[src/come_pkg.sv]
// ----------------------------------------------------------------------------
// come_pkg
// Shared types and constants for the clock offset median estimator.
// ----------------------------------------------------------------------------
`default_nettype none

package come_pkg;

  // Field widths, fixed by the item format
  localparam int TIME_W     = 62;   // unsigned timestamps
  localparam int RES_W      = 63;   // signed differences and offsets
  localparam int GAP_W      = 64;   // absolute gap between two offsets
  localparam int WS_W       = 4;    // window_size register
  localparam int FILL_OUT_W = 4;    // reported window fill
  localparam int CFG_IDX_W  = 2;
  localparam int CFG_DATA_W = 62;

  // Register indexes
  localparam logic [CFG_IDX_W-1:0] REG_WINDOW_SIZE = 2'd0;
  localparam logic [CFG_IDX_W-1:0] REG_DRIFT_LIMIT = 2'd1;

  // Register reset values
  localparam logic [WS_W-1:0]   WINDOW_SIZE_RST = 4'd5;
  localparam logic [TIME_W-1:0] DRIFT_LIMIT_RST = 62'd1000000;

  // Controller to datapath
  typedef struct packed {
    logic capture;     // latch the item, form round trip
    logic mid;         // local midpoint
    logic samp;        // offset sample
    logic drop;        // trim window, form drift gap
    logic ins;         // write sample, bump fill, decide alarm
    logic vi_load;     // latch candidate, clear rank
    logic rank_step;   // one rank compare
    logic idx_lt;      // compared entry sits before the candidate
    logic rank_end;    // take candidate if its rank is the median's
    logic out_load;    // move result into the output register
  } cmd_t;

  // Datapath to controller
  typedef struct packed {
    logic full_after;  // window becomes full with this insert
    logic out_free;    // output register can take a result now
  } sts_t;

endpackage

`default_nettype wire

[src/come_ctrl.sv]
// ----------------------------------------------------------------------------
// come_ctrl
// Sequencer: sample arithmetic steps, window update and rank-count sweep.
// ----------------------------------------------------------------------------
`default_nettype none

module come_ctrl #(
  parameter int WINDOW_MAX = 8
) (
  input  wire                   clk,
  input  wire                   rst_n,
  input  wire                   in_valid,
  input  wire                   in_rtt_probe,
  output logic                  in_stall,
  input  wire come_pkg::sts_t   sts,
  input  wire [$clog2(WINDOW_MAX+1)-1:0] fill,
  output come_pkg::cmd_t        cmd,
  output logic [((WINDOW_MAX > 1) ? $clog2(WINDOW_MAX) : 1)-1:0] rd_idx
);

  localparam int SLOT_W = (WINDOW_MAX > 1) ? $clog2(WINDOW_MAX) : 1;
  localparam int FILL_W = $clog2(WINDOW_MAX+1);

  typedef enum logic [3:0] {
    S_IDLE, S_MID, S_SAMP, S_DROP, S_INS,
    S_MED, S_LOAD_VI, S_RANK, S_RANK_END, S_DONE
  } state_t;

  state_t            state_r, state_nxt;
  logic [SLOT_W-1:0] i_r, i_nxt;
  logic [SLOT_W-1:0] j_r, j_nxt;
  logic              i_last, j_last;

  assign i_last = (FILL_W'(i_r) + FILL_W'(1)) == fill;
  assign j_last = (FILL_W'(j_r) + FILL_W'(1)) == fill;

  always_comb begin
    state_nxt = state_r;
    i_nxt     = i_r;
    j_nxt     = j_r;
    cmd       = '0;
    rd_idx    = i_r;
    in_stall  = 1'b1;
    case (state_r)
      S_IDLE: begin
        in_stall = 1'b0;
        if (in_valid) begin
          cmd.capture = 1'b1;
          state_nxt   = in_rtt_probe ? S_DONE : S_MID;
        end
      end
      S_MID: begin
        cmd.mid   = 1'b1;
        state_nxt = S_SAMP;
      end
      S_SAMP: begin
        cmd.samp  = 1'b1;
        state_nxt = S_DROP;
      end
      S_DROP: begin
        cmd.drop  = 1'b1;
        state_nxt = S_INS;
      end
      S_INS: begin
        cmd.ins = 1'b1;
        i_nxt   = '0;
        state_nxt = sts.full_after ? S_MED : S_DONE;
      end
      S_MED: begin
        rd_idx    = i_r;
        state_nxt = S_LOAD_VI;
      end
      S_LOAD_VI: begin
        cmd.vi_load = 1'b1;
        rd_idx      = '0;
        j_nxt       = '0;
        state_nxt   = S_RANK;
      end
      S_RANK: begin
        cmd.rank_step = 1'b1;
        cmd.idx_lt    = j_r < i_r;
        rd_idx        = j_r + SLOT_W'(1);
        if (j_last) begin
          state_nxt = S_RANK_END;
        end else begin
          j_nxt = j_r + SLOT_W'(1);
        end
      end
      S_RANK_END: begin
        cmd.rank_end = 1'b1;
        if (i_last) begin
          state_nxt = S_DONE;
        end else begin
          i_nxt     = i_r + SLOT_W'(1);
          state_nxt = S_MED;
        end
      end
      S_DONE: begin
        if (sts.out_free) begin
          cmd.out_load = 1'b1;
          state_nxt    = S_IDLE;
        end
      end
      default: state_nxt = S_IDLE;
    endcase
  end

  always_ff @(posedge clk) begin
    if (!rst_n) begin
      state_r <= S_IDLE;
      i_r     <= '0;
      j_r     <= '0;
    end else begin
      state_r <= state_nxt;
      i_r     <= i_nxt;
      j_r     <= j_nxt;
    end
  end

endmodule

`default_nettype wire

[src/come_dp.sv]
// ----------------------------------------------------------------------------
// come_dp
// Datapath: registers, sample arithmetic, window store and result register.
// ----------------------------------------------------------------------------
`default_nettype none

module come_dp #(
  parameter int WINDOW_MAX = 8
) (
  input  wire                                   clk,
  input  wire                                   rst_n,
  // configuration
  input  wire                                   cfg_wr_en,
  input  wire [come_pkg::CFG_IDX_W-1:0]         cfg_index,
  input  wire [come_pkg::CFG_DATA_W-1:0]        cfg_wdata,
  // item fields
  input  wire                                   in_rtt_probe,
  input  wire [come_pkg::TIME_W-1:0]            in_request_time,
  input  wire [come_pkg::TIME_W-1:0]            in_server_send_time,
  input  wire [come_pkg::TIME_W-1:0]            in_receive_time,
  // sequencer link
  input  wire come_pkg::cmd_t                   cmd,
  input  wire [((WINDOW_MAX > 1) ? $clog2(WINDOW_MAX) : 1)-1:0] rd_idx,
  output come_pkg::sts_t                        sts,
  output logic [$clog2(WINDOW_MAX+1)-1:0]       fill,
  // result channel
  output logic                                  out_valid,
  input  wire                                   out_stall,
  output logic signed [come_pkg::RES_W-1:0]     out_round_trip,
  output logic signed [come_pkg::RES_W-1:0]     out_offset_sample,
  output logic                                  out_drift_alarm,
  output logic                                  out_offset_valid,
  output logic signed [come_pkg::RES_W-1:0]     out_current_offset,
  output logic [come_pkg::FILL_OUT_W-1:0]       out_window_fill
);

  localparam int SLOT_W = (WINDOW_MAX > 1) ? $clog2(WINDOW_MAX) : 1;
  localparam int FILL_W = $clog2(WINDOW_MAX+1);
  localparam int ADD_W  = FILL_W + 1;
  localparam int EXT_W  = ((FILL_W > come_pkg::WS_W) ? FILL_W : come_pkg::WS_W) + 1;
  localparam int RES_W  = come_pkg::RES_W;
  localparam int GAP_W  = come_pkg::GAP_W;

  // configuration registers
  logic [come_pkg::WS_W-1:0]   ws_r;
  logic [come_pkg::TIME_W-1:0] dl_r;

  // persistent state
  logic [SLOT_W-1:0] oldest_r;
  logic [FILL_W-1:0] fill_r;
  logic signed [RES_W-1:0] set_off_r;
  logic              set_valid_r;

  // per-item working registers
  logic                    probe_r;
  logic [come_pkg::TIME_W-1:0] req_r, srv_r;
  logic signed [RES_W-1:0] rt_r, mid_r, sample_r, vi_r;
  logic [GAP_W-1:0]        gap_r;
  logic                    alarm_r;
  logic [FILL_W-1:0]       rank_r;

  // window store
  logic signed [RES_W-1:0] win_mem [WINDOW_MAX];
  logic signed [RES_W-1:0] rd_data_r;

  // result register
  logic                    out_valid_r;
  logic signed [RES_W-1:0] o_rt_r, o_samp_r, o_cur_r;
  logic                    o_alarm_r, o_oval_r;
  logic [FILL_W-1:0]       o_fill_r;

  // effective window size, clamped to 1..WINDOW_MAX
  logic [FILL_W-1:0] size;
  always_comb begin
    if (ws_r == '0) begin
      size = FILL_W'(1);
    end else if (EXT_W'(ws_r) > EXT_W'(WINDOW_MAX)) begin
      size = FILL_W'(WINDOW_MAX);
    end else begin
      size = FILL_W'(ws_r);
    end
  end

  // circular address arithmetic, sums stay below twice the depth
  logic [ADD_W-1:0] rd_sum, wr_sum, drop_sum;
  logic [SLOT_W-1:0] rd_addr, wr_addr, oldest_drop;
  logic [FILL_W-1:0] drop_cnt;
  always_comb begin
    rd_sum   = ADD_W'(oldest_r) + ADD_W'(rd_idx);
    wr_sum   = ADD_W'(oldest_r) + ADD_W'(fill_r);
    drop_cnt = fill_r - size + FILL_W'(1);
    drop_sum = ADD_W'(oldest_r) + ADD_W'(drop_cnt);
    if (rd_sum >= ADD_W'(WINDOW_MAX)) rd_sum = rd_sum - ADD_W'(WINDOW_MAX);
    if (wr_sum >= ADD_W'(WINDOW_MAX)) wr_sum = wr_sum - ADD_W'(WINDOW_MAX);
    if (drop_sum >= ADD_W'(WINDOW_MAX)) drop_sum = drop_sum - ADD_W'(WINDOW_MAX);
    rd_addr     = SLOT_W'(rd_sum);
    wr_addr     = SLOT_W'(wr_sum);
    oldest_drop = SLOT_W'(drop_sum);
  end

  // round trip halved toward zero: arithmetic shift, plus one when odd and negative
  logic signed [RES_W-1:0] rt_now;
  logic signed [GAP_W-1:0] d_ab, d_ba;
  logic                    rank_hit;
  assign rt_now = $signed({1'b0, in_receive_time}) - $signed({1'b0, in_request_time});
  assign d_ab   = GAP_W'(set_off_r) - GAP_W'(sample_r);
  assign d_ba   = GAP_W'(sample_r) - GAP_W'(set_off_r);
  assign rank_hit = (rd_data_r < vi_r) || ((rd_data_r == vi_r) && cmd.idx_lt);

  always_ff @(posedge clk) begin
    if (cmd.ins) begin
      win_mem[wr_addr] <= sample_r;
    end
    rd_data_r <= win_mem[rd_addr];
  end

  // control and state registers
  always_ff @(posedge clk) begin
    if (!rst_n) begin
      ws_r        <= come_pkg::WINDOW_SIZE_RST;
      dl_r        <= come_pkg::DRIFT_LIMIT_RST;
      oldest_r    <= '0;
      fill_r      <= '0;
      set_off_r   <= '0;
      set_valid_r <= 1'b0;
      out_valid_r <= 1'b0;
    end else begin
      if (cfg_wr_en) begin
        case (cfg_index)
          come_pkg::REG_WINDOW_SIZE: ws_r <= cfg_wdata[come_pkg::WS_W-1:0];
          come_pkg::REG_DRIFT_LIMIT: dl_r <= cfg_wdata[come_pkg::TIME_W-1:0];
          default: ;
        endcase
      end
      if (cmd.drop && (fill_r >= size)) begin
        oldest_r <= oldest_drop;
        fill_r   <= size - FILL_W'(1);
      end
      if (cmd.ins) begin
        fill_r <= fill_r + FILL_W'(1);
        if ((fill_r + FILL_W'(1)) == size) set_valid_r <= 1'b1;
      end
      if (cmd.rank_end && (rank_r == (fill_r >> 1))) begin
        set_off_r <= vi_r;
      end
      if (cmd.out_load) begin
        out_valid_r <= 1'b1;
      end else if (!out_stall) begin
        out_valid_r <= 1'b0;
      end
    end
  end

  // working and result payload
  always_ff @(posedge clk) begin
    if (cmd.capture) begin
      probe_r <= in_rtt_probe;
      req_r   <= in_request_time;
      srv_r   <= in_server_send_time;
      rt_r    <= rt_now;
      alarm_r <= 1'b0;
    end
    if (cmd.mid) begin
      mid_r <= $signed({1'b0, req_r}) + (rt_r >>> 1)
             + $signed(RES_W'(rt_r[RES_W-1] & rt_r[0]));
    end
    if (cmd.samp) begin
      sample_r <= $signed({1'b0, srv_r}) - mid_r;
    end
    if (cmd.drop) begin
      gap_r <= d_ab[GAP_W-1] ? d_ba : d_ab;
    end
    if (cmd.ins) begin
      alarm_r <= set_valid_r && (gap_r > GAP_W'(dl_r));
    end
    if (cmd.vi_load) begin
      vi_r   <= rd_data_r;
      rank_r <= '0;
    end
    if (cmd.rank_step && rank_hit) begin
      rank_r <= rank_r + FILL_W'(1);
    end
    if (cmd.out_load) begin
      o_rt_r    <= rt_r;
      o_samp_r  <= probe_r ? '0 : sample_r;
      o_alarm_r <= alarm_r;
      o_oval_r  <= set_valid_r;
      o_cur_r   <= set_off_r;
      o_fill_r  <= fill_r;
    end
  end

  assign sts.full_after = (fill_r + FILL_W'(1)) == size;
  assign sts.out_free   = !out_valid_r || !out_stall;
  assign fill           = fill_r;

  assign out_valid          = out_valid_r;
  assign out_round_trip     = o_rt_r;
  assign out_offset_sample  = o_samp_r;
  assign out_drift_alarm    = o_alarm_r;
  assign out_offset_valid   = o_oval_r;
  assign out_current_offset = o_cur_r;
  assign out_window_fill    = come_pkg::FILL_OUT_W'(o_fill_r);

endmodule

`default_nettype wire

[src/clock_offset_median_estimator_core.sv]
// ----------------------------------------------------------------------------
// clock_offset_median_estimator_core
// Sliding-median clock offset estimator for timestamped sync replies.
// ----------------------------------------------------------------------------
//
//  channel | dir | handshake              | payload
//  --------+-----+------------------------+-----------------------------------
//  in_     | in  | in_valid / in_stall    | rtt_probe, request, server, receive
//  out_    | out | out_valid / out_stall  | round trip, sample, alarm, offset
//  cfg_    | in  | cfg_wr_en              | cfg_index, cfg_wdata (no read-back)
//
//  One item at a time. A probe goes from accept straight to the result
//  step; a normal reply runs the midpoint, sample, drop and insert steps;
//  a reply that fills the window also runs a rank-count sweep after insert.
//  The sweep length is set by the single read port of the window store.
//  Synchronous active-low reset returns config registers to their defaults
//  and clears fill, pointer and offset; the window store is not cleared.
//  The output register lets the next item be accepted while a result waits
//  under out_stall; the sequencer holds at its last step until the slot frees.
// ----------------------------------------------------------------------------
`default_nettype none

module clock_offset_median_estimator_core #(
  parameter int WINDOW_MAX = 8   // depth of the window store, 1..64
) (
  input  wire                                clk,
  input  wire                                rst_n,
  // configuration
  input  wire                                cfg_wr_en,
  input  wire [come_pkg::CFG_IDX_W-1:0]      cfg_index,
  input  wire [come_pkg::CFG_DATA_W-1:0]     cfg_wdata,
  // input items
  input  wire                                in_valid,
  output logic                               in_stall,
  input  wire                                in_rtt_probe,
  input  wire [come_pkg::TIME_W-1:0]         in_request_time,
  input  wire [come_pkg::TIME_W-1:0]         in_server_send_time,
  input  wire [come_pkg::TIME_W-1:0]         in_receive_time,
  // result items
  output logic                               out_valid,
  input  wire                                out_stall,
  output logic signed [come_pkg::RES_W-1:0]  out_round_trip,
  output logic signed [come_pkg::RES_W-1:0]  out_offset_sample,
  output logic                               out_drift_alarm,
  output logic                               out_offset_valid,
  output logic signed [come_pkg::RES_W-1:0]  out_current_offset,
  output logic [come_pkg::FILL_OUT_W-1:0]    out_window_fill
);

  localparam int SLOT_W = (WINDOW_MAX > 1) ? $clog2(WINDOW_MAX) : 1;
  localparam int FILL_W = $clog2(WINDOW_MAX+1);

  come_pkg::cmd_t    cmd;
  come_pkg::sts_t    sts;
  logic [SLOT_W-1:0] rd_idx;
  logic [FILL_W-1:0] fill;

  // sequencer: arithmetic steps, window trim/insert, then the median sweep
  come_ctrl #(
    .WINDOW_MAX (WINDOW_MAX)
  ) u_ctrl (
    .clk          (clk),
    .rst_n        (rst_n),
    .in_valid     (in_valid),
    .in_rtt_probe (in_rtt_probe),
    .in_stall     (in_stall),
    .sts          (sts),
    .fill         (fill),
    .cmd          (cmd),
    .rd_idx       (rd_idx)
  );

  // datapath: window store, offset state and the output register
  come_dp #(
    .WINDOW_MAX (WINDOW_MAX)
  ) u_dp (
    .clk                 (clk),
    .rst_n               (rst_n),
    .cfg_wr_en           (cfg_wr_en),
    .cfg_index           (cfg_index),
    .cfg_wdata           (cfg_wdata),
    .in_rtt_probe        (in_rtt_probe),
    .in_request_time     (in_request_time),
    .in_server_send_time (in_server_send_time),
    .in_receive_time     (in_receive_time),
    .cmd                 (cmd),
    .rd_idx              (rd_idx),
    .sts                 (sts),
    .fill                (fill),
    .out_valid           (out_valid),
    .out_stall           (out_stall),
    .out_round_trip      (out_round_trip),
    .out_offset_sample   (out_offset_sample),
    .out_drift_alarm     (out_drift_alarm),
    .out_offset_valid    (out_offset_valid),
    .out_current_offset  (out_current_offset),
    .out_window_fill     (out_window_fill)
  );

endmodule

`default_nettype wire

[config.mk]
export PLATFORM = sky130hd
export DESIGN_NAME = clock_offset_median_estimator_core
export DESIGN_NICKNAME = d
export VERILOG_FILES = /design/src/come_pkg.sv /design/src/come_ctrl.sv /design/src/come_dp.sv /design/src/clock_offset_median_estimator_core.sv
export SDC_FILE = /design/constraint.sdc
export NUM_CORES = 2
export LEC_CHECK = 0
export BUFFER_PORTS_ARGS = -buffer_cell sky130_fd_sc_hd__buf_2
export CAP_MARGIN = 15
export CORE_ASPECT_RATIO = 1.75
export CORE_MARGIN = 2
export CORE_UTILIZATION = 55
export DETAILED_ROUTE_END_ITERATION = 8
export GPL_TIMING_DRIVEN = 0
export PLACE_DENSITY = 0.81
export SKIP_LAST_GASP = 1
export SYNTH_ARGS = -nofsm -noshare
export SYNTH_HDL_FRONTEND = slang
export SYNTH_SLANG_ARGS = --single-unit
[constraint.sdc]
create_clock -name clk -period 12.6 [get_ports clk]
set_clock_uncertainty 0.2 [all_clocks]
set_input_delay 1.89 -clock clk [delete_from_list [all_inputs] [get_ports clk]]
set_output_delay 1.89 -clock clk [all_outputs]
set_load 0.03 [all_outputs]
==> results.md <==
* Final Max Slew Viols at 0
* Family with the most delay on the worst path: compound AO/OA/AOI/OAI gates
* Initial antenna violation count at 35
* Most frequent cells in the layout: edfxtp_1 (1145), buf_2 (505), nand2_1 (499)
* Commonest non-fill, non-tap cell in the layout: edfxtp_1
* Drt pass-1 iters at 5
* Wirelength, routed at 185000 µm
* Nets at slightly above 7000
* Layout cell share with drive strength beyond 1 at 0.155
* HPWL reported at the end of detailed placement at 143000 µm
* CTS tree: yes
* Post-synth EDFFs at 1145
* Vias in the first global route at 48500
* Final worst slack at a little over 7 ns
* Min-delay worst type: register to register
* Resized Gates After CTS at 0
* Total gr overflow at 0
* Register bit count reported by yosys at 1356
* Max Cap Viol at 0
* Netlist cell types at 95
* Drt wl/cell at 22.7 µm
* Synth Warn # at 0
* Worst hold path depth at 0
* Slew HR at 0.184
* DR iter-0 viols at 3409
* Cells after Synth at approximately 5700
* Max FFs per register at approximately 500
* Startpoint types: input port
* Post-synth ARST share at 0
* WP data arrival at approximately 5.7 ns
* Core Util, Final at 0.628
* Crit path buf inv count at 2
* Crit path kind: input port to register
* Pwr dens at between 150 and 200 mW/mm²
* Post-CTS Setup Repair Bufs at 0
* Row count at 171
* Root Buffer: clkbuf_16
* Syn nets at 6445
* CORE AREA at 0.124 mm²
* Largest Register: u_dp.win_mem
* Gpl congestion at between 1 and 1.5
* DP Worst Slack at between 6 and 7 ns
* Top Registers: u_dp.win_mem x504, u_dp.gap_r x64
* Die area at 0.127 mm²
* DRT antenna net count at 0
* CTS Sinks at 1356
* F_max at 183 MHz
* Worst Path Required at 12.87 ns
* LEAKAGE at 29.7 nW
* Worst IR Drop VDD at 0.109 mV
* CTS clk-pin slew, worst paths at approximately 0.070 ns
* Delay of the slowest critical-path stage at 0.70 ns
* Overall die width at 271 µm
* I/O Pins at 453
* Synth Cell Area at 0.0684 mm²
* Hold buffers post-CTS at 0
* TritonCTS Buffers at 115
* Seq/Total Area, Yosys at 0.564
* CP Max Fanout at 4
* Primary FF master, synth: edfxtp_1
* CP Capture Type: register
* # port buffers at about 450
* Outcome: complete, no violations
* Largest net degree at the start of global routing at a little under 80
* # fillers at 9452
* Vias at 47300
* Vias per cell at 5.82
* Syn Area/Cell at 11.9 µm²
* Starting Density at 0.553
* All-layer global routing usage at 0.287
* Cells along the critical path: buf_2 -> inv_1 -> ha_1 -> nor2b_1 -> o31a_1 -> o311ai_1 -> a211oi_1 -> nor2_1 -> a211oi_1 -> o31ai_1 -> nand2b_1 -> a21oi_1 -> xnor2_1
* CP max stage cell: o31ai_1
* RSZ-0062 raised after global routing: no
* P&R area growth vs syn at 13.6%
* Drc violations at 0
* Endpoints failing setup at 0
* Worst reg-to-reg path cell count at 10
* Clock Path Buffers at 3
* Worst-margin pin slew at 1.22 ns
* Hold Fails Final Rpt at 0
* Critical path depth at 13
* Most common cell on crit path: a211oi_1
* Min Clock Period, post-route at 5.47 ns
* Die Y at 471 µm
* Worst skew pair latency at 0.75 ns
* H-tree depth at 3
* Fin crit share at 0.434
* First-pass GRT wire length at 278000 µm
[final cells by class]
| cell class | count | area, µm² | share of cell area |
|---|---|---|---|
| multi-input combinational | 3649 | 27100 | 0.349 |
| buffer | 246 | 1030 | 0.0133 |
| antenna | 14 | 35.0 | 0.000451 |
| sequential | 1356 | 38600 | 0.497 |
| clock inverter | 70 | 878 | 0.0113 |
| clock buffer | 147 | 3100 | 0.0399 |
| tap | 1643 | 2060 | 0.0265 |
| inverter | 476 | 1790 | 0.0230 |
| timing repair buffer | 514 | 3120 | 0.0401 |
[cells in the mapped netlist, drive strengths merged (42+ instances only)]
cell	instances	share of area
ha	453	0.083
inv	476	0.026
nand2b	50	0.0046
o21ai	254	0.019
nor2b	55	0.0050
clkbuf	176	0.0097
nand4	110	0.010
mux4	126	0.041
dfxtp	211	0.062
buf	70	0.0054
nor2	304	0.017
xnor2	147	0.019
o21a	42	0.0046
mux2	69	0.011
nand2	499	0.027
edfxtp	1145	0.50
a21o	198	0.022
nor3	68	0.0050
a21boi	133	0.015
nand3	74	0.0054
xor2	103	0.013
a21oi	468	0.035
o21bai	70	0.0077
[per-layer routing]
| layer | GRT usage | vias to the layer above | wire, µm |
|---|---|---|---|
| li1 | - | 22300 | - |
| met1 | 0.309 | 22700 | 66200 |
| met2 | 0.521 | 1642 | 94900 |
| met3 | 0.0407 | 549 | 9760 |
| met4 | 0.189 | 46 | 13400 |
| met5 | 0 | - | 293 |
[cells by family after synthesis]
| kind of cell | count (synthesis) | share of synthesized area |
|---|---|---|
| buf+inv | 722 | 0.0412 |
| fa+ha+maj | 462 | 0.0855 |
| xor+xnor | 250 | 0.0325 |
| mux | 218 | 0.0562 |
| compound gates | 1425 | 0.133 |
| simple gates | 1294 | 0.0874 |
| flops | 1356 | 0.564 |
[through the flow]
stage | hold slack [ns] | TNS (ns) | cell area, µm² | instances | total power [mW]
2_1_floorplan | 0.200 | 0 | 68400 | 5727 | 9.40
3_3_place_gp | 0.204 | -900.29 | 72700 | 7821 | 10.7
3_5_place_dp | 0.222 | 0 | 73700 | 7883 | 10.7
4_1_cts | 0.236 | 0 | 77700 | 8100 | 14.5
5_1_grt | 0.235 | 0 | 77700 | 8109 | 15.2
6_report | 0.235 | 0 | 77700 | 8115 | 14.5
[power breakdown]
part | switching [mW] | internal, mW
clock | 1.64 | 2.12
combinational | 2.86 | 1.72
sequential | 0.351 | 5.78
[worst reg2reg max path: stages, from the launching register on]
cell      delay [ns]
dfxtp_1         0.46
clkbuf_1        0.38
buf_1           0.52
nand2_1         0.12
o21ai_0         0.25
ha_1            0.18
clkbuf_1        0.53
clkbuf_1        0.92
buf_1           0.76
mux4_2          0.61
mux2_2          0.29
[path summary, 6_finish.rpt]
check        slack, ns                         end                            from
max               7.13     u_dp.rt_r[53]$_DFFE_PP_              in_request_time[1]
min               0.23     u_dp.vi_r[54]$_DFFE_PP_      u_dp.rd_data_r[54]$_DFF_P_
max reg2reg       7.27  u_dp.rd_data_r[59]$_DFF_P_  u_ctrl.state_r[0]$_SDFFE_PN0P_
min reg2reg       0.23     u_dp.vi_r[54]$_DFFE_PP_      u_dp.rd_data_r[54]$_DFF_P_
(Power assumes the default switching activity.)
